--- config.mk ---
export PLATFORM = sky130hd
export DESIGN_NAME = pmst_ram
export DESIGN_NICKNAME = d
export VERILOG_FILES = /design/src/rtl/pmst_ram.sv
export SDC_FILE = /design/constraint.sdc
export NUM_CORES = 1
export LEC_CHECK = 0
export BUFFER_PORTS_ARGS = -buffer_cell sky130_fd_sc_hd__clkbuf_2
export CAP_MARGIN = 20
export CORE_AREA = 2 2 257 322
export CTS_CLUSTER_SIZE = 14
export DETAILED_ROUTE_END_ITERATION = 10
export DIE_AREA = 0 0 259 324
export PLACE_DENSITY = 0.73
export SLEW_MARGIN = 0
export SYNTH_ARGS = -nofsm -noshare
export SYNTH_HDL_FRONTEND = slang
export SYNTH_SLANG_ARGS = --single-unit
--- constraint.sdc ---
create_clock -name clk -period 3.6 [get_ports clk]
set_input_delay 0.72 -clock clk [delete_from_list [all_inputs] [get_ports clk]]
set_output_delay 0.72 -clock clk [all_outputs]
set_load 0.05 [all_outputs]
--- src/rtl/pmst_ram.sv ---
// pmst_ram: generic simple dual port ram, one write and one registered read
// no dependencies

module pmst_ram #(
  parameter int WIDTH = 16,
  parameter int DEPTH = 64
) (
  input  logic                     clk,
  input  logic                     we,
  input  logic [$clog2(DEPTH)-1:0] waddr,
  input  logic [WIDTH-1:0]         wdata,
  input  logic [$clog2(DEPTH)-1:0] raddr,
  output logic [WIDTH-1:0]         rdata
);

  logic [WIDTH-1:0] mem [DEPTH];

  always_ff @(posedge clk) begin
    if (we) begin
      mem[waddr] <= wdata;
    end
    rdata <= mem[raddr];
  end

endmodule

### After elaboration in Yosys (flattened, before gate mapping)

Memory sizes are Yosys's and may differ from the RTL's. A register that Yosys moved wholly into a read port is not among the register bits.
Index checks and enable logic that the tools add are counted.

| storage, ports and cells | value |
|---|---|
| logic and storage cells | 3 |
| memories | 1 |
| memory bits (writable) | 1024 |
| bits of input ports | 30 |
| register bits after elaboration | 0 |

| cells by class | value |
|---|---|
| mux-type cells | 2 |

Memory list:

| name | words | width | rd ports | clocked after memory_dff | wr ports | line | text |
|---|---|---|---|---|---|---|---|
| mem | 64 | 16 | 1 | 1 | 1 | 16 | `logic [WIDTH-1:0] mem [DEPTH];` |

Operator list:

| kind | number |
|---|---|
| $mux 1 | 2 |

### Depth between registers and ports, before layout

Gate-level depths: netlist (run 1).

| depth | value |
|---|---|
| word-level depth | 2 |
| mapped depth | 10 |

### Worst setup path after synthesis (run 1)

Ideal clock, no wire load.

| timing path | value |
|---|---|
| kind | input port to flip-flop |
| from | in waddr[3] |
| to | mem mem[48][0] (enable) |
| arrival time | 2.346 ns |
| path slack | 0.845 ns |
| data required time | 3.191 ns |
| path buffers | 1 |
| stages on the path | 4 |
| path through | clkbuf_1 -> nor2b_1 -> nand4b_1 -> nor3_1 |

RTL lines:

| what | line | text |
|---|---|---|
| from (decl) | 10 | `input logic [$clog2(DEPTH)-1:0] waddr,` |
| to (decl) | 16 |  |

No word-level cell before the write port.

==> results_dict.tcl, run 1 <==
set metrics [dict create \
    outcome "complete, no violations" \
    leakage_nw 14.5 \
    ctsResizeCount 0 \
    crit_path_end_kind "register" \
    clk_root_buffer_cell "clkbuf_16" \
    fin_tns_setup_ps 0 \
    die_w_um 259 \
    num-fill-cells 5771 \
    clock_latency_ps 670 \
    cts_tree "yes" \
    p_sw_mw 5.23 \
    hold_viol 0 \
    syn_area_sq_mm 0.0400 \
    gp_congestion 0.860 \
    final_nets 2056 \
    die_y_um 324 \
    cap_violations 0 \
    syn_nets 1859 \
    boundaryPins 46 \
    ys_ff_latch 1040 \
    grt_pass1_vias 20200 \
    seqCellArea_sq_mm 0.0311 \
    globalRouteOverflowTotal 0 \
    clock_power_share_pct 39.6 \
    clkTransAtPathRegs_ps 60 \
    core-area_sq_mm 0.0810 \
    hold_depth 1 \
    grt_usage_pct 22.5 \
    dr.pass1.iters 5 \
    drt_iter0_drc 2023 \
    whs_ps 408 \
    power.density_mw_per_mm2 542 \
    min_path_type "in2reg" \
    grt_pass1_wl_um 137000 \
    dpl.hpwl_um 56900 \
    reg2reg_slack_ps 1480 \
    worst-path-max-fanout 41 \
    viasPerCell 6.11 \
    ys.warnings.count 0 \
    vias 19392 \
    wl_per_cell_um 29.3 \
    worstMarginPinSlew_ps 1130 \
    critPathRequiredTime_ps 4160 \
    drc 0 \
    finalWirelength_um 92900 \
    start_util_pct 49.5 \
    finalSetupViolCount 0 \
    clk_path_buf_depth 3 \
    slew_headroom_pct 25.0 \
    p_sw_share_pct 21.3 \
    min_period_ps 2740 \
    synth_cell_types 43 \
    multi_input_area_sq_mm 0.00825 \
    vdd_drop_max_v 0.000382 \
    comb_power_share_pct 5.6 \
    netlist_instances 1829 \
    seqPwrFrac_pct 54.8 \
    htree_levels 3 \
    drive_gt1_share_pct 28.0 \
    rsz0062_at_grt "false" \
    cp_slowest_cell "mux4_2" \
    holdBufCountCts 0 \
    cp_cell_sequence "buf_8 > buf_12 > buf_4 > mux4_2 > a22oi_1 > nand3_1 > and4_1" \
    cts_setup_buffers 0 \
    max_stage_delay_ps 530 \
    worstSetupStartpointType "input pin" \
    placementRows 117 \
    grt_max_degree 65 \
    period_share_pct 76.0 \
    rr_worst_depth 5 \
    cts_buffers 94 \
    p_int_mw 19.3 \
    die_area_sq_mm 0.0839 \
    area_growth_pct 13.1 \
    drv_slew 0 \
    synth.avg_cell_area_sq_um 21.9 \
    max_freq_mhz 366 \
    cts.sinks 1040 \
    path_class "in2reg" \
    port_buffers 45 \
    cp.arrival_ps 3300 \
    ant_nets 0 \
    fin_skew_ps 33.3 \
    antenna_found_initial 2 \
    seq_area_frac_synth_pct 77.6 \
]
registers in the layout, summed over array words and instances, names as in the netlist:
| register | cells |
|---|---|
| rdata | 16 |
| mem | 1024 |
worst paths after layout:
check | from | endpoint
setup / recovery | raddr[0] | rdata[12]$_DFF_P_
hold / removal | wdata[1] | mem[42][1]$_DFFE_PP_
setup reg to reg | mem[28][13]$_DFFE_PP_ | rdata[13]$_DFF_P_
hold reg to reg | mem[19][14]$_DFFE_PP_ | rdata[14]$_DFF_P_
kinds of logic after synthesis:
family	count (synthesis)	synth area share, %
DFF	1040	77.6
muxes	336	15.5
and+or+nand+nor	220	2.65
AOI/OAI and AO/OA	129	2.41
buffers and inverters	104	1.83
power by group through the flow:
stage	Combinational, mW	Clock, mW	Sequential (mW)
2_1_floorplan	0.694	0	13.8
3_3_place_gp	1.32	0	13.7
3_5_place_dp	1.35	0	13.7
4_1_cts	1.36	9.82	13.5
5_1_grt	1.44	10.2	13.5
6_report	1.37	9.71	13.5
cell usage in the layout (no fill, tap or decap), drive strengths merged, types with 30 or more instances in the layout:
cell and instances:
a22oi 39, clkinv 36, mux2i 85, nor2b 30, nand2 60, nor2 74
edfxtp 1024, buf 162, mux4 224, clkbuf 165
synthesized netlist by cell type, drive strengths merged:
cell type / instances / share of area (%)
nor4: 3 / 0.094
nand4b: 1 / 0.022
nand3b: 2 / 0.037
clkbuf: 27 / 0.27
nor2b: 30 / 0.47
a221o: 6 / 0.15
mux2i: 85 / 2.1
or3: 1 / 0.016
nand2: 60 / 0.58
edfxtp: 1024 / 77
a211oi: 8 / 0.15
a311oi: 8 / 0.17
or3b: 1 / 0.022
nand4: 12 / 0.19
mux4: 224 / 13
o21ai: 8 / 0.10
nor3: 2 / 0.025
a22oi: 39 / 0.73
nor2: 74 / 0.71
and2: 2 / 0.031
a31oi: 8 / 0.12
a211o: 8 / 0.17
nand2b: 3 / 0.047
a22o: 6 / 0.13
a221oi: 16 / 0.35
and4: 5 / 0.11
a41oi: 5 / 0.11
buf: 77 / 1.6
a21oi: 17 / 0.21
nand3: 24 / 0.30
mux2: 27 / 0.76
dfxtp: 16 / 0.80
worst max-delay path: cells and delay by family:
kind / cells / cell delay [ps]
compound gates: 1 / 300
mux: 1 / 530
buf+inv: 3 / 1010
simple gates: 2 / 620
layout make-up:
| cell class | instances | area share, % |
|---|---|---|
| well taps | 1071 | 2.96 |
| clock buffers | 122 | 5.58 |
| diodes | 2 | 0.0111 |
| multi-input cells | 685 | 18.2 |
| repair buffers | 205 | 3.69 |
| flip-flops and latches | 1040 | 68.6 |
| clock inverters | 48 | 0.945 |
through the flow:
stage / instances / worst slack (ps) / power (mW) / util [%] / cell area, sq um
2_1_floorplan: 1829 / 845 / 14.5 / - / 40000
3_3_place_gp: 2995 / 174 / 15.0 / 52.1 / 42200
3_5_place_dp: 2995 / 174 / 15.1 / 52.1 / 42200
4_1_cts: 3165 / 890 / 24.6 / 55.8 / 45200
5_1_grt: 3171 / 779 / 25.1 / 55.9 / 45300
6_report: 3173 / 864 / 24.5 / 55.9 / 45300
layer usage:
layer / part of all wire (%) / GRT usage [%]
met5: 0.0097 / 0
met4: 3.3 / 8.67
met3: 7.0 / 2.95
met2: 52 / 39.3
met1: 38 / 28.9
Power figures use the tool's default switching activity.
==> run 2, diff against run 1 <==
- PLACE_DENSITY: 0.73 -> 0.75
- clock period: 3.6 -> 2.29 ns (I/O delays scaled with it)
==> run 2 against run 1 <==
  * Via count increased by 2.6%
  * Routed wire length rose by 0.59%
  * Die area is the same
  * Worst hold slack got worse by 120 ps
  * Worst setup slack worse by 590 ps
  * Combinational power up 72%
  * Critical path type is now reg2reg
  * Highest routed layer unchanged
==> results_dict.tcl, run 2 (synthesis results as in run 1) <==
set metrics [dict create \
    critPathRequiredTime_ps 2820 \
    core-area_sq_mm 0.0810 \
    port_buffers 45 \
    htree_levels 3 \
    drt_iter0_drc 2282 \
    final_core_util_pct 57.2 \
    cp_slowest_cell "mux4_2" \
    wl_per_cell_um 28.7 \
    seqPwrFrac_pct 56.3 \
    viasPerCell 6.11 \
    critPathBufInv 1 \
    area_growth_pct 15.6 \
    cts_buffers 90 \
    gp_congestion 0.854 \
    placed_area_sq_mm 0.0436 \
    finalWirelength_um 93500 \
    clkTransAtPathRegs_ps 60 \
    p_sw_mw 7.99 \
    clock_latency_ps 660 \
    finalSetupViolCount 0 \
    hold_viol 0 \
    period_share_pct 88.0 \
    antenna_found_initial 4 \
    vias 19898 \
    leakage_nw 15.0 \
    power.density_mw_per_mm2 811 \
    grt_pass1_vias 20210 \
    die_area_sq_mm 0.0839 \
    clock_power_share_pct 37.4 \
    cts.sinks 1040 \
    drive_gt1_share_pct 30.8 \
    outcome "complete, no violations" \
    cp_top_family "compound AO/OA/AOI/OAI gates" \
    p_total_mw 37.5 \
    cts_setup_buffers 0 \
    ant_nets 0 \
    grt_max_degree 65 \
    max_stage_delay_ps 470 \
    cts_tree "yes" \
    fin_tns_setup_ps 0 \
    max_freq_mhz 496 \
    final_nets 2152 \
    postLayoutCellArea_sq_mm 0.0463 \
    cp.arrival_ps 2540 \
    largest_register "mem" \
    clk_root_buffer_cell "clkbuf_16" \
    die_y_um 324 \
    worst-path-max-fanout 1 \
    worstMarginPinSlew_ps 816 \
    grt_pass1_wl_um 137000 \
    p_int_mw 29.5 \
    dpl.hpwl_um 58800 \
    vdd_drop_max_v 0.000651 \
    die_w_um 259 \
    fin_skew_ps 26.4 \
    clk_path_buf_depth 3 \
    dr.pass1.iters 7 \
    crit_path_end_kind "register" \
    path_class "reg2reg" \
    min_period_ps 2020 \
    cp_cell_sequence "mux4_2 > mux2i_1 > buf_4 > a22oi_1 > a31oi_1 > a311oi_1" \
    start_util_pct 49.5 \
    ctsResizeCount 0 \
    layout_common_cells "edfxtp_1, mux4_2, buf_4" \
    reg2reg_slack_ps 270 \
    largestRegisters "mem (1024), rdata (16)" \
    globalRouteOverflowTotal 0 \
    largest_reg_flops 1024 \
    boundaryPins 46 \
    final_common_cell "edfxtp_1" \
    cap_violations 0 \
    p_sw_share_pct 21.3 \
    placementRows 117 \
    slew_headroom_pct 45.6 \
    holdBufCountCts 0 \
    rsz0062_at_grt "false" \
    drv_slew 0 \
    grt_usage_pct 22.6 \
    worstSetupStartpointType "register" \
    min_path_type "in2reg" \
    comb_power_share_pct 6.3 \
    drc 0 \
]
==> run 2: power by group through the flow <==
stage                     Clock, mW  Combinational [mW]  Sequential, mW
final                          14.0                2.35            21.1
after global routing           14.9                2.47            21.1
after CTS                      14.2                2.36            21.1
after detailed placement          0                2.35            21.5
after global placement            0                2.29            21.5
after floorplan                   0                1.09            21.6
==> run 2: area by class of cell <==
class | count | area [sq um]
clock buffer | 126 | 2480
multi-input combinational | 685 | 8250
fill | 5617 | 34700
tap | 1071 | 1340
timing repair buffer | 305 | 2970
antenna | 3 | 7.51
clock inverter | 26 | 164
sequential | 1040 | 31100
==> run 2: per-layer routing <==
metal | up-vias | global-route usage [%] | wire length [um]
met5 | - | 0 | 55
met4 | 8 | 10.3 | 4410
met3 | 221 | 3.27 | 7450
met2 | 1018 | 39.0 | 48200
met1 | 10408 | 28.3 | 33300
li1 | 8243 | - | -
==> run 2: through the flow <==
stage / setup WS, ps / hold WS (ps) / instances
after floorplan: -126 / 557 / 1829
after global placement: -352 / 870 / 3101
after detailed placement: -345 / 882 / 3101
after CTS: 279 / 299 / 3253
after global routing: 177 / 310 / 3253
final: 274 / 287 / 3256
==> run 2: final timing paths <==
check	from	to	cells past startpoint
worst min-delay path	wdata[12]	mem[25][12]$_DFFE_PP_	2
worst max-delay path	mem[18][0]$_DFFE_PP_	rdata[0]$_DFF_P_	6
worst max register to register	mem[18][0]$_DFFE_PP_	rdata[0]$_DFF_P_	6
worst min register to register	mem[36][4]$_DFFE_PP_	rdata[4]$_DFF_P_	3
