File: config.mk
export PLATFORM = sky130hd
export DESIGN_NAME = pmst_cmp_unit
export DESIGN_NICKNAME = d
export VERILOG_FILES = /design/src/rtl/pmst_pkg.sv /design/src/rtl/pmst_cmp_unit.sv
export SDC_FILE = /design/constraint.sdc
export NUM_CORES = 1
export LEC_CHECK = 0
export ABC_CLOCK_PERIOD_IN_PS = 4300
export BUFFER_PORTS_ARGS = -buffer_cell sky130_fd_sc_hd__buf_2
export CAP_MARGIN = 20
export CORE_ASPECT_RATIO = 1.5
export CORE_MARGIN = 3
export CORE_UTILIZATION = 50
export DETAILED_ROUTE_END_ITERATION = 16
export GPL_ROUTABILITY_DRIVEN = 0
export HOLD_SLACK_MARGIN = 0.08
export PLACE_DENSITY = 0.84
export SLEW_MARGIN = 30
export SYNTH_ARGS = -nofsm -noshare
export SYNTH_HDL_FRONTEND = slang
export SYNTH_SLANG_ARGS = --single-unit
File: constraint.sdc
create_clock -name clk -period 4.3 [get_ports clk]
set_clock_uncertainty 0.1 [all_clocks]
set_input_delay 0.645 -clock clk [delete_from_list [all_inputs] [get_ports clk]]
set_output_delay 0.645 -clock clk [all_outputs]
set_load 0.01 [all_outputs]
File: src/rtl/pmst_pkg.sv
// pmst_pkg: field widths and control/status types shared by the prim mst block
// no dependencies

package pmst_pkg;

  localparam int VERTEX_W = 6;   // row, col, child and parent fields
  localparam int WEIGHT_W = 16;  // weight fields on the ports
  localparam int TOTAL_W  = 22;  // running total, wraps
  localparam int VCOUNT_W = 7;   // vertex_count register

  // sequencer to compare unit
  typedef struct packed {
    logic clear;      // start of a relax pass
    logic sample;     // read data valid this cycle
    logic in_tree;    // vertex under test already in the tree
    logic key_valid;  // vertex under test has a finite key
  } pmst_ctl_t;

  // compare unit to sequencer
  typedef struct packed {
    logic upd;    // key and parent of vertex under test improve
    logic found;  // some unvisited vertex with a finite key seen this pass
  } pmst_sts_t;

endpackage

File: src/rtl/pmst_cmp_unit.sv
// pmst_cmp_unit: shared relax compare and running minimum search
// depends on pmst_pkg

module pmst_cmp_unit #(
  parameter int MAX_VERTICES = 64,
  parameter int WEIGHT_BITS  = 16
) (
  input  logic                            clk,
  input  logic                            rst,
  input  pmst_pkg::pmst_ctl_t             ctl,
  input  logic [WEIGHT_BITS-1:0]          edge_w,
  input  logic [WEIGHT_BITS-1:0]          key,
  input  logic [$clog2(MAX_VERTICES)-1:0] vtx,
  output pmst_pkg::pmst_sts_t             sts,
  output logic [$clog2(MAX_VERTICES)-1:0] best
);

  localparam int VW = $clog2(MAX_VERTICES);
  localparam int KW = WEIGHT_BITS + 1;
  localparam logic [KW-1:0] KEY_INF = {1'b1, {WEIGHT_BITS{1'b0}}};

  logic [KW-1:0] key_eff;
  logic [KW-1:0] new_key;
  logic [KW-1:0] least;
  logic          cand;
  logic          found;

  // an entry with no valid bit still holds infinity
  assign key_eff = ctl.key_valid ? {1'b0, key} : KEY_INF;
  assign cand    = ctl.sample && (edge_w != '0) && !ctl.in_tree
                   && ({1'b0, edge_w} < key_eff);
  assign new_key = cand ? {1'b0, edge_w} : key_eff;

  // strict less-than over ascending vertices keeps the lowest index on ties
  always_ff @(posedge clk) begin
    if (rst || ctl.clear) begin
      least <= KEY_INF;
      found <= 1'b0;
      best  <= '0;
    end else if (ctl.sample && !ctl.in_tree && (new_key < least)) begin
      least <= new_key;
      found <= 1'b1;
      best  <= vtx[VW-1:0];
    end
  end

  assign sts.upd   = cand;
  assign sts.found = found;

endmodule

# After elaboration in Yosys (flattened, before gate mapping)
# Index checks and enable logic that the tools add are counted.
word_totals:
  ff_bits: 24
  input_bits: 44
  output_inout_bits: 8
  elab_cells: 15
op_classes:
  order_cmp: 2
  muxes: 2
  n_reduce_logical: 8
op_table:
  columns: ["op", "count"]
  rows:
  - ["two-way mux 17 bit", 2]
  - ["less-than comparator 16 x 17 -> 1 bit", 1]
  - ["less-than comparator 17 bit", 1]
  - ["nonzero test 16 bit", 1]
  - ["logical AND 1 bit", 5]
  - ["zero test 1 bit", 1]
  - ["logical OR 1 bit", 1]

# Depth between registers and ports, before layout
# Gate-level depths: netlist of the first run.
logic_depth:
  depth_word: 7
  ltp_mapped: 21

# Worst setup path before layout of the first run
# OpenSTA, ideal clock, no wires.
synth_path:
  path_kind: "input to register"
  startpoint: "input port ctl[0] (netlist bit)"
  endpoint: "register best[0]"
  setup_ns: 0.142
  arrival_time_ns: 4.315
  required_time_ns: 4.058
  slack_ns: -0.256
  path_stages: 19
  n_path_buf: 4
  cell_sequence: "buf_2 clkbuf_1 nand2_1 ha_1 a211oi_1 o22ai_1 nor4_2 o311ai_2 buf_6 mux2i_1 ha_1 a211oi_2 o211ai_2 a2111oi_4 o31ai_2 a41o_1 buf_2 o21ai_1 a21oi_2"
synth_between:
  elab_chain_cells: 6
synth_lines:
  columns: ["item", "line", "rtl"]
  rows:
  - ["from (decl)", "pmst_cmp_unit.sv:10", "input pmst_pkg::pmst_ctl_t ctl,"]
  - ["two-way mux 17 bit *", "pmst_cmp_unit.sv:29", "assign key_eff = ctl.key_valid ? {1'b0, key} : KEY_INF;"]
  - ["less-than comparator 16 x 17 -> 1 bit", "pmst_cmp_unit.sv:31", "&& ({1'b0, edge_w} < key_eff);"]
  - ["logical AND 1 bit", "pmst_cmp_unit.sv:31", null]
  - ["two-way mux 17 bit *", "pmst_cmp_unit.sv:32", "assign new_key = cand ? {1'b0, edge_w} : key_eff;"]
  - ["net new_key[10]", "pmst_cmp_unit.sv:23", "logic [KW-1:0] new_key;"]
  - ["less-than comparator 17 bit *", "pmst_cmp_unit.sv:40", "end else if (ctl.sample && !ctl.in_tree && (new_key < least)) begin"]
  - ["logical AND 1 bit *", "pmst_cmp_unit.sv:40", null]
  - ["to (signal assigned)", "pmst_cmp_unit.sv:43", "best <= vtx[VW-1:0];"]
  - ["to (decl)", "pmst_cmp_unit.sv:15", "output logic [$clog2(MAX_VERTICES)-1:0] best"]
# Mark *: on every way through the listed nets, which the timed path passes. The rest lies on a longest branch.
# A chain may end at the register's enable or synchronous reset.

# Worst setup path in the final report of the first run
layout_path:
  startpoint: "input port ctl[0] (netlist bit)"
  endpoint: "register least[16]"
layout_between:
  elab_chain_cells: 6
layout_lines:
  columns: ["item", "line", "rtl"]
  rows:
  - ["two-way mux 17 bit *", "pmst_cmp_unit.sv:29", null]
  - ["less-than comparator 16 x 17 -> 1 bit", "pmst_cmp_unit.sv:31", null]
  - ["logical AND 1 bit", "pmst_cmp_unit.sv:31", null]
  - ["two-way mux 17 bit *", "pmst_cmp_unit.sv:32", null]
  - ["net new_key[15]", "pmst_cmp_unit.sv:23", null]
  - ["less-than comparator 17 bit *", "pmst_cmp_unit.sv:40", null]
  - ["logical AND 1 bit *", "pmst_cmp_unit.sv:40", null]
  - ["to (signal assigned)", "pmst_cmp_unit.sv:41", "least <= new_key;"]
  - ["to (decl)", "pmst_cmp_unit.sv:24", "logic [KW-1:0] least;"]
# Marks and branches as above.

==> metrics.log, run 1 <==
INFO  metric failing_checks = negative setup slack
INFO  metric synth_xor_xnor_area_share = 0%
INFO  metric hold_violations = 0
INFO  metric design.core.area = 4579 sq um
INFO  metric route.antenna.remaining_nets = 0
INFO  metric synth_flop_cell = sky130_fd_sc_hd__dfxtp_1
INFO  metric drv.max_cap_violation_count = 0
INFO  metric gate_count_of_the_mapped_netlist = 271
INFO  metric synth_fa_ha_area_share = 16.12%
INFO  metric final-max-slew-violation-count = 0
INFO  metric floorplan.initialDensity = 52.54%
INFO  metric synth_edf_count = 0
INFO  metric leading_cell_type_in_the_layout_fill_and_taps_excluded = sky130_fd_sc_hd__buf_4
INFO  metric drt-pass1-iter-count = 4
INFO  metric count_of_cell_types_in_the_netlist = 43
INFO  metric tightest_slew = 0.7201 ns
INFO  metric critical_path.cell_chain = buf_12 > nand2_2 > ha_1 > nand4_1 > nor2_1 > nand3_2 > o311ai_4 > buf_4 > buf_4 > mux2i_2 > ha_1 > nand2_1 > buf_4 > nor4_1 > a2111oi_4 > o31ai_4 > a41oi_4 > a21oi_2 > a311o_1
INFO  metric first_global_vias = 2483
INFO  metric reg2reg_depth = 10
INFO  metric worst-endpoint-arrival = 4.46 ns
INFO  metric layout.filler_cells = 251
INFO  metric reg2reg_setup_slack = 1.66 ns
INFO  metric area_growth_syn_to_layout = 53.72%
INFO  metric cp_slowest_cell = sky130_fd_sc_hd__o311ai_4
INFO  metric postLayoutSetupSlackWorst = -0.09120 ns
INFO  metric grt-ovfl-total = 0
INFO  metric ios = 52
INFO  metric syn_area_per_cell = 8.878 sq um
INFO  metric tritoncts = done
INFO  metric slew-limit-headroom = 51.99%
INFO  metric numPortBuffers = 51
INFO  metric min_delay_path_depth = 2
INFO  metric post_drt_wl_per_cell = 19.98 um
INFO  metric yosys.area_share.simple = 26.78%
INFO  metric static-leakage-power = 1.573 nW
INFO  metric antenna-diode-count = 0
INFO  metric drc_errors = 0
INFO  metric vias = 2682
INFO  metric cts.reportedPaths.clkPinSlew = 0.08 ns
INFO  metric critical_path.reg2reg.endpoint = least[16]
INFO  metric stdcell_count = 450
INFO  metric synth_nets = 346
INFO  metric mux_cell_area_share_after_synthesis = 6.240%
INFO  metric dieWidth = 62.64 um
INFO  metric routed_wl = 8990 um
INFO  metric most-common-layout-cells = sky130_fd_sc_hd__buf_4, sky130_fd_sc_hd__buf_2, sky130_fd_sc_hd__inv_1
INFO  metric dp_cells = 435
INFO  metric wire_length_of_the_first_global_routing_pass = 11100 um
INFO  metric clockRootBuffer = sky130_fd_sc_hd__clkbuf_8
INFO  metric postSynth.asyncResetShare = 0%
INFO  metric htree_levels = 1
INFO  metric crit_top_cell = sky130_fd_sc_hd__buf_4
INFO  metric endpoint_kind_of_the_worst_setup_timing_path = register
INFO  metric core.rowCount = 30
INFO  metric final_min_period_over_clock_period = 102.1%
INFO  metric fmax = 227.7 MHz
INFO  metric gr-usage-all-layers = 23.81%
INFO  metric clk-insertion-delay-late = 0.27 ns
INFO  metric final_layout_size_suffix_gt1_share = 62.69%
INFO  metric dominant_combinational_cell_family_by_area_after_synthesis = simple AND/OR/NAND/NOR gates
INFO  metric tritoncts.num_buffers = 3
INFO  metric critical_path_peak_fanout = 8
INFO  metric critical_path_required_time = 4.37 ns
INFO  metric min_from = best[0]
INFO  metric drtIter0Drc = 135
INFO  metric p_per_area = 210.8 nW/um^2
INFO  metric dpl.hpwl = 5477 um
INFO  metric worst_hold_slack = 0.3725 ns
INFO  metric tritoncts_num_sinks = 24
INFO  metric setup.worst_path.start_class = primary input
INFO  metric finalCriticalPeriod = 4.391 ns
INFO  metric status = finished, violations left
INFO  metric slowest_delay = 0.45 ns
INFO  metric fin_nets = 462
INFO  metric critical_path.reg2reg.startpoint = least[15]
INFO  metric final-setup-viol-count = 23
INFO  metric grt_max_degree = 25
INFO  metric worst_hold_path.endpoint = best[0]
INFO  metric yosys_warnings = 0
INFO  metric die_y = 90.96 um
INFO  metric placed_cell_area = 3192 sq um
INFO  metric area_of_the_die = 5698 sq um
INFO  metric netlist_area = 2406 sq um
INFO  metric antenna_violations_before_repair = 0
INFO  metric post-route-cell-area = 3699 sq um
INFO  metric cts_hold_repair.buffers = 0
INFO  metric synth_seq_area_share = 19.97%
INFO  metric fraction_of_the_mapped_netlist_area_in_compound_gates = 20.18%
INFO  metric clk_path_buf_depth = 2
INFO  metric worst-setup-path-type = in2reg
INFO  metric postSynthRegisterBits = 24
INFO  metric min-delay-path-class = reg2reg
INFO  metric vdd.ir_drop.worst = 0.2789 mV
INFO  metric avgViaCountPerCell = 5.960
## routing by layer
metal  GRT usage (%)  share of wire (%)  vias up
li1                -                  -     1205
met3           3.342                4.4       58
met4           11.05                7.4        0
met5               0                  0        -
met2           45.33                 52      123
met1           25.17                 36     1296
## worst max-delay path, delay by kind of cell
family | cells | cell delay (ns)
AO/OA/AOI/OAI | 6 | 1.74
adder cells (fa/ha/maj) | 2 | 0.56
buffers and inverters | 4 | 0.55
multiplexers | 1 | 0.25
AND/OR/NAND/NOR | 6 | 0.73
## report_power, final
part | switching, mW | internal, mW
registers | 0.00652 | 0.231
clock network | 0.0732 | 0.0819
logic | 0.199 | 0.188
total | 0.279 | 0.501
## repair_timing
item                       CTS  global route
gates resized for setup      6            58
cloned                       0             4
buffers inserted             3             4
setup endpoints to repair   24            24
pin swaps                    2            23
## sequential cells by signal (all words and copies together), names as in the netlist
register / cells
found: 1
best: 6
least: 17
## logic make-up after synthesis
kind of cell               after synthesis
muxes                                   15
buffers and inverters                   52
adders and majority gates               31
DFF                                     24
and+or+nand+nor                         89
AOI/OAI and AO/OA                       60
## cell type report
class                   instances  area [sq um]  share of cell area (%)
inverters                      35         131.4                   3.552
multi-input cells             195          1988                   53.76
flip-flops and latches         24         480.5                   12.99
well taps                      64         80.08                   2.165
repair buffers                128         963.4                   26.05
clock buffers                   4         55.05                   1.488
## per-stage QoR
stage	utilization [%]	total power, mW	setup TNS (ns)	worst slack, ns
after global placement	69.70	0.5274	-10.91	-0.4728
after CTS	71.89	0.6996	0	0.01590
after floorplan	-	0.4247	0	0.004262
after global routing	80.77	0.8178	-4.104	-0.2323
final	80.77	0.7795	-1.076	-0.09120
after detailed placement	69.70	0.5391	-14.33	-0.6519
## cells in the mapped netlist, types with 3 or more instances
cell type	instances	share of area [%]
sky130_fd_sc_hd__mux2i_1	15	6.2
sky130_fd_sc_hd__dfxtp_1	24	20
sky130_fd_sc_hd__o21ai_1	6	1.2
sky130_fd_sc_hd__a211oi_1	3	0.94
sky130_fd_sc_hd__a21oi_1	11	2.3
sky130_fd_sc_hd__nor3_2	30	12
sky130_fd_sc_hd__buf_4	7	2.2
sky130_fd_sc_hd__nor4_1	6	1.6
sky130_fd_sc_hd__nor2_1	5	0.78
sky130_fd_sc_hd__clkbuf_1	4	0.62
sky130_fd_sc_hd__o21ai_0	6	1.2
sky130_fd_sc_hd__nor3_1	5	1.0
sky130_fd_sc_hd__a21oi_2	21	7.6
sky130_fd_sc_hd__nand4_1	4	1.0
sky130_fd_sc_hd__buf_6	3	1.4
sky130_fd_sc_hd__inv_1	34	5.3
sky130_fd_sc_hd__nand2_1	20	3.1
sky130_fd_sc_hd__ha_1	31	16
sky130_fd_sc_hd__nand3_1	9	1.9
## how the worst max path moves through the flow
stage	start	to	slack [ns]	cells after the start
after global routing	key[6]	least[15]	-0.23	19
after floorplan	ctl[0]	least[16]	0.004	18
final	ctl[0]	least[16]	-0.09	19
after detailed placement	ctl[0]	least[1]	-0.65	18
after CTS	ctl[0]	best[2]	0.02	18
after global placement	ctl[0]	least[3]	-0.47	18
(Power assumes the default switching activity.)
==> run 2, diff against run 1 <==
--- a/config.mk
+++ b/config.mk
@@ -15,6 +15,7 @@
 export GPL_ROUTABILITY_DRIVEN = 0
 export HOLD_SLACK_MARGIN = 0.08
 export PLACE_DENSITY = 0.84
+export SETUP_SLACK_MARGIN = 0.2
 export SLEW_MARGIN = 30
 export SYNTH_ARGS = -nofsm -noshare
 export SYNTH_HDL_FRONTEND = slang
==> metrics.log, run 2 (synthesized netlist as in run 1, its figures left out) <==
INFO  metric status = finished, violations left
INFO  metric failing_checks = negative setup slack
INFO  metric avgViaCountPerCell = 5.886
INFO  metric die_y = 90.96 um
INFO  metric pwr-share-seq = 27.5%
INFO  metric tritoncts_num_sinks = 24
INFO  metric power.net_switching = 0.3091 mW
INFO  metric slew-limit-headroom = 52.40%
INFO  metric drtIter0Drc = 186
INFO  metric antenna-diode-count = 0
INFO  metric utilization = 88.36%
INFO  metric worst_hold_slack = 0.3616 ns
INFO  metric endpoint_kind_of_the_worst_setup_timing_path = register
INFO  metric finalCriticalPeriod = 4.520 ns
INFO  metric route.layer.met1.wl = 3305 um
INFO  metric most-common-layout-cells = sky130_fd_sc_hd__buf_4, sky130_fd_sc_hd__buf_2, sky130_fd_sc_hd__inv_1
INFO  metric area_growth_syn_to_layout = 68.17%
INFO  metric dpl.hpwl = 5285 um
INFO  metric stdcell_count = 448
INFO  metric htree_levels = 1
INFO  metric p_int = 0.5649 mW
INFO  metric static-leakage-power = 1.682 nW
INFO  metric vias = 2637
INFO  metric vdd.ir_drop.worst = 0.1211 mV
INFO  metric max_reg_flops = 17
INFO  metric drv.max_cap_violation_count = 0
INFO  metric layout.filler_cells = 216
INFO  metric detailroute.wirelength.met2 = 5251 um
INFO  metric power.combinational.fraction = 48.8%
INFO  metric worst-setup-path-type = in2reg
INFO  metric ios = 52
INFO  metric swShare = 35.37%
INFO  metric p_per_area = 216.0 nW/um^2
INFO  metric clk-insertion-delay-late = 0.28 ns
INFO  metric grt_setup_unrepaired = yes
INFO  metric placed_cell_area = 3374 sq um
INFO  metric drt-pass1-iter-count = 4
INFO  metric hold_violations = 0
INFO  metric top_signal_layer_used = met4
INFO  metric final-max-slew-violation-count = 0
INFO  metric place_ws = -0.3987 ns
INFO  metric tightest_slew = 0.7141 ns
INFO  metric floorplan.initialDensity = 52.54%
INFO  metric tritoncts = done
INFO  metric tritoncts.num_buffers = 3
INFO  metric reg_top3 = least x17, best x6, found x1
INFO  metric postLayoutSetupSlackWorst = -0.2204 ns
INFO  metric design.core.area = 4579 sq um
INFO  metric worst-endpoint-arrival = 4.61 ns
INFO  metric detailed_routed_wire_length_on_met3 = 386 um
INFO  metric routed_wl = 9522 um
INFO  metric post_drt_wl_per_cell = 21.25 um
INFO  metric post-route-cell-area = 4046 sq um
INFO  metric final_min_period_over_clock_period = 105.1%
INFO  metric setup.worst_path.start_class = primary input
INFO  metric grt_max_degree = 25
INFO  metric dp_cells = 431
INFO  metric clkPwrFrac = 23.7%
INFO  metric min-delay-path-class = reg2reg
INFO  metric clk_path_buf_depth = 2
INFO  metric grt-ovfl-total = 0
INFO  metric leading_cell_type_in_the_layout_fill_and_taps_excluded = sky130_fd_sc_hd__buf_4
INFO  metric cts_hold_repair.buffers = 0
INFO  metric clockRootBuffer = sky130_fd_sc_hd__clkbuf_8
INFO  metric first_global_vias = 2601
INFO  metric critical_path_peak_fanout = 12
INFO  metric wire_length_of_the_first_global_routing_pass = 11740 um
INFO  metric core.rowCount = 30
INFO  metric combined_area_of_the_multi_input_logic_cells = 2206 sq um
INFO  metric registers.top_by_ff_count = least
INFO  metric numPortBuffers = 51
INFO  metric area.sequential = 480.5 sq um
INFO  metric gr-usage-all-layers = 25.67%
INFO  metric final-setup-viol-count = 24
INFO  metric route.antenna.remaining_nets = 0
INFO  metric drc_errors = 0
INFO  metric cts.reportedPaths.clkPinSlew = 0.10 ns
INFO  metric antenna_violations_before_repair = 0
INFO  metric final_layout_size_suffix_gt1_share = 64.84%
INFO  metric fmax = 221.2 MHz
INFO  metric area_of_the_die = 5698 sq um
INFO  metric dieWidth = 62.64 um
INFO  metric critical_path_required_time = 4.38 ns
INFO  metric fin_nets = 460
run 2: power groups by stage:
stage          clock [mW]  combinational (mW)  sequential (mW)
5_1_grt             0.214               0.451            0.241
4_1_cts             0.203               0.357            0.236
2_1_floorplan           0               0.203            0.241
3_5_place_dp            0               0.321            0.241
3_3_place_gp            0               0.307            0.241
6_report            0.207               0.426            0.240
run 2: path summary, 6_finish.rpt:
| kind | startpoint | end | slack (ns) | depth (start not counted) |
|---|---|---|---|---|
| worst min-delay path | best[2] | best[2] | 0.36 | 2 |
| worst min register to register | best[2] | best[2] | 0.36 | 2 |
| worst max register to register | least[14] | least[0] | 1.50 | 11 |
| worst max-delay path | ctl[0] | least[0] | -0.22 | 21 |
run 2: layer usage:
layer | GRT usage (%) | vias to the layer above
li1 | - | 1201
met1 | 26.43 | 1273
met2 | 49.96 | 117
met3 | 1.361 | 46
met4 | 14.73 | 0
met5 | 0 | -
run 2: stage by stage:
step	power, mW	TNS, ns
6_report	0.8740	-3.435
5_1_grt	0.9060	-6.942
4_1_cts	0.7967	-0.02535
3_5_place_dp	0.5629	-8.284
3_3_place_gp	0.5476	-5.347
2_1_floorplan	0.4443	0
run 2: repair_timing:
item / CTS / global route
pin swaps: 14 / 37
setup endpoints to repair: 24 / 24
gates cloned: 1 / 3
resized for setup: 32 / 43
setup buffers: 4 / 5
run 2: worst max-delay path, stage by stage:
cell,delay [ns]
sky130_fd_sc_hd__buf_12,0.09
sky130_fd_sc_hd__buf_4,0.14
sky130_fd_sc_hd__nand2_1,0.08
sky130_fd_sc_hd__ha_1,0.30
sky130_fd_sc_hd__nand4_1,0.13
sky130_fd_sc_hd__nor2_1,0.16
sky130_fd_sc_hd__nand3_2,0.13
sky130_fd_sc_hd__o311ai_4,0.41
sky130_fd_sc_hd__buf_8,0.24
sky130_fd_sc_hd__mux2i_2,0.28
sky130_fd_sc_hd__ha_1,0.29
sky130_fd_sc_hd__nand3_1,0.12
sky130_fd_sc_hd__nor3_1,0.09
sky130_fd_sc_hd__nor4_1,0.35
sky130_fd_sc_hd__buf_4,0.19
sky130_fd_sc_hd__o31ai_4,0.08
sky130_fd_sc_hd__a41oi_4,0.29
sky130_fd_sc_hd__buf_6,0.15
sky130_fd_sc_hd__buf_12,0.13
sky130_fd_sc_hd__a21oi_2,0.07
sky130_fd_sc_hd__nor3_1,0.23
run 2: final cells by class:
cell class              instances  share of cell area, %
multi-input cells             195                  54.51
repair buffers                126                  26.62
flip-flops and latches         24                  11.87
inverters                      35                  3.247
well taps                      64                  1.979
clock buffers                   3                  1.020
clock inverters                 1                 0.7421
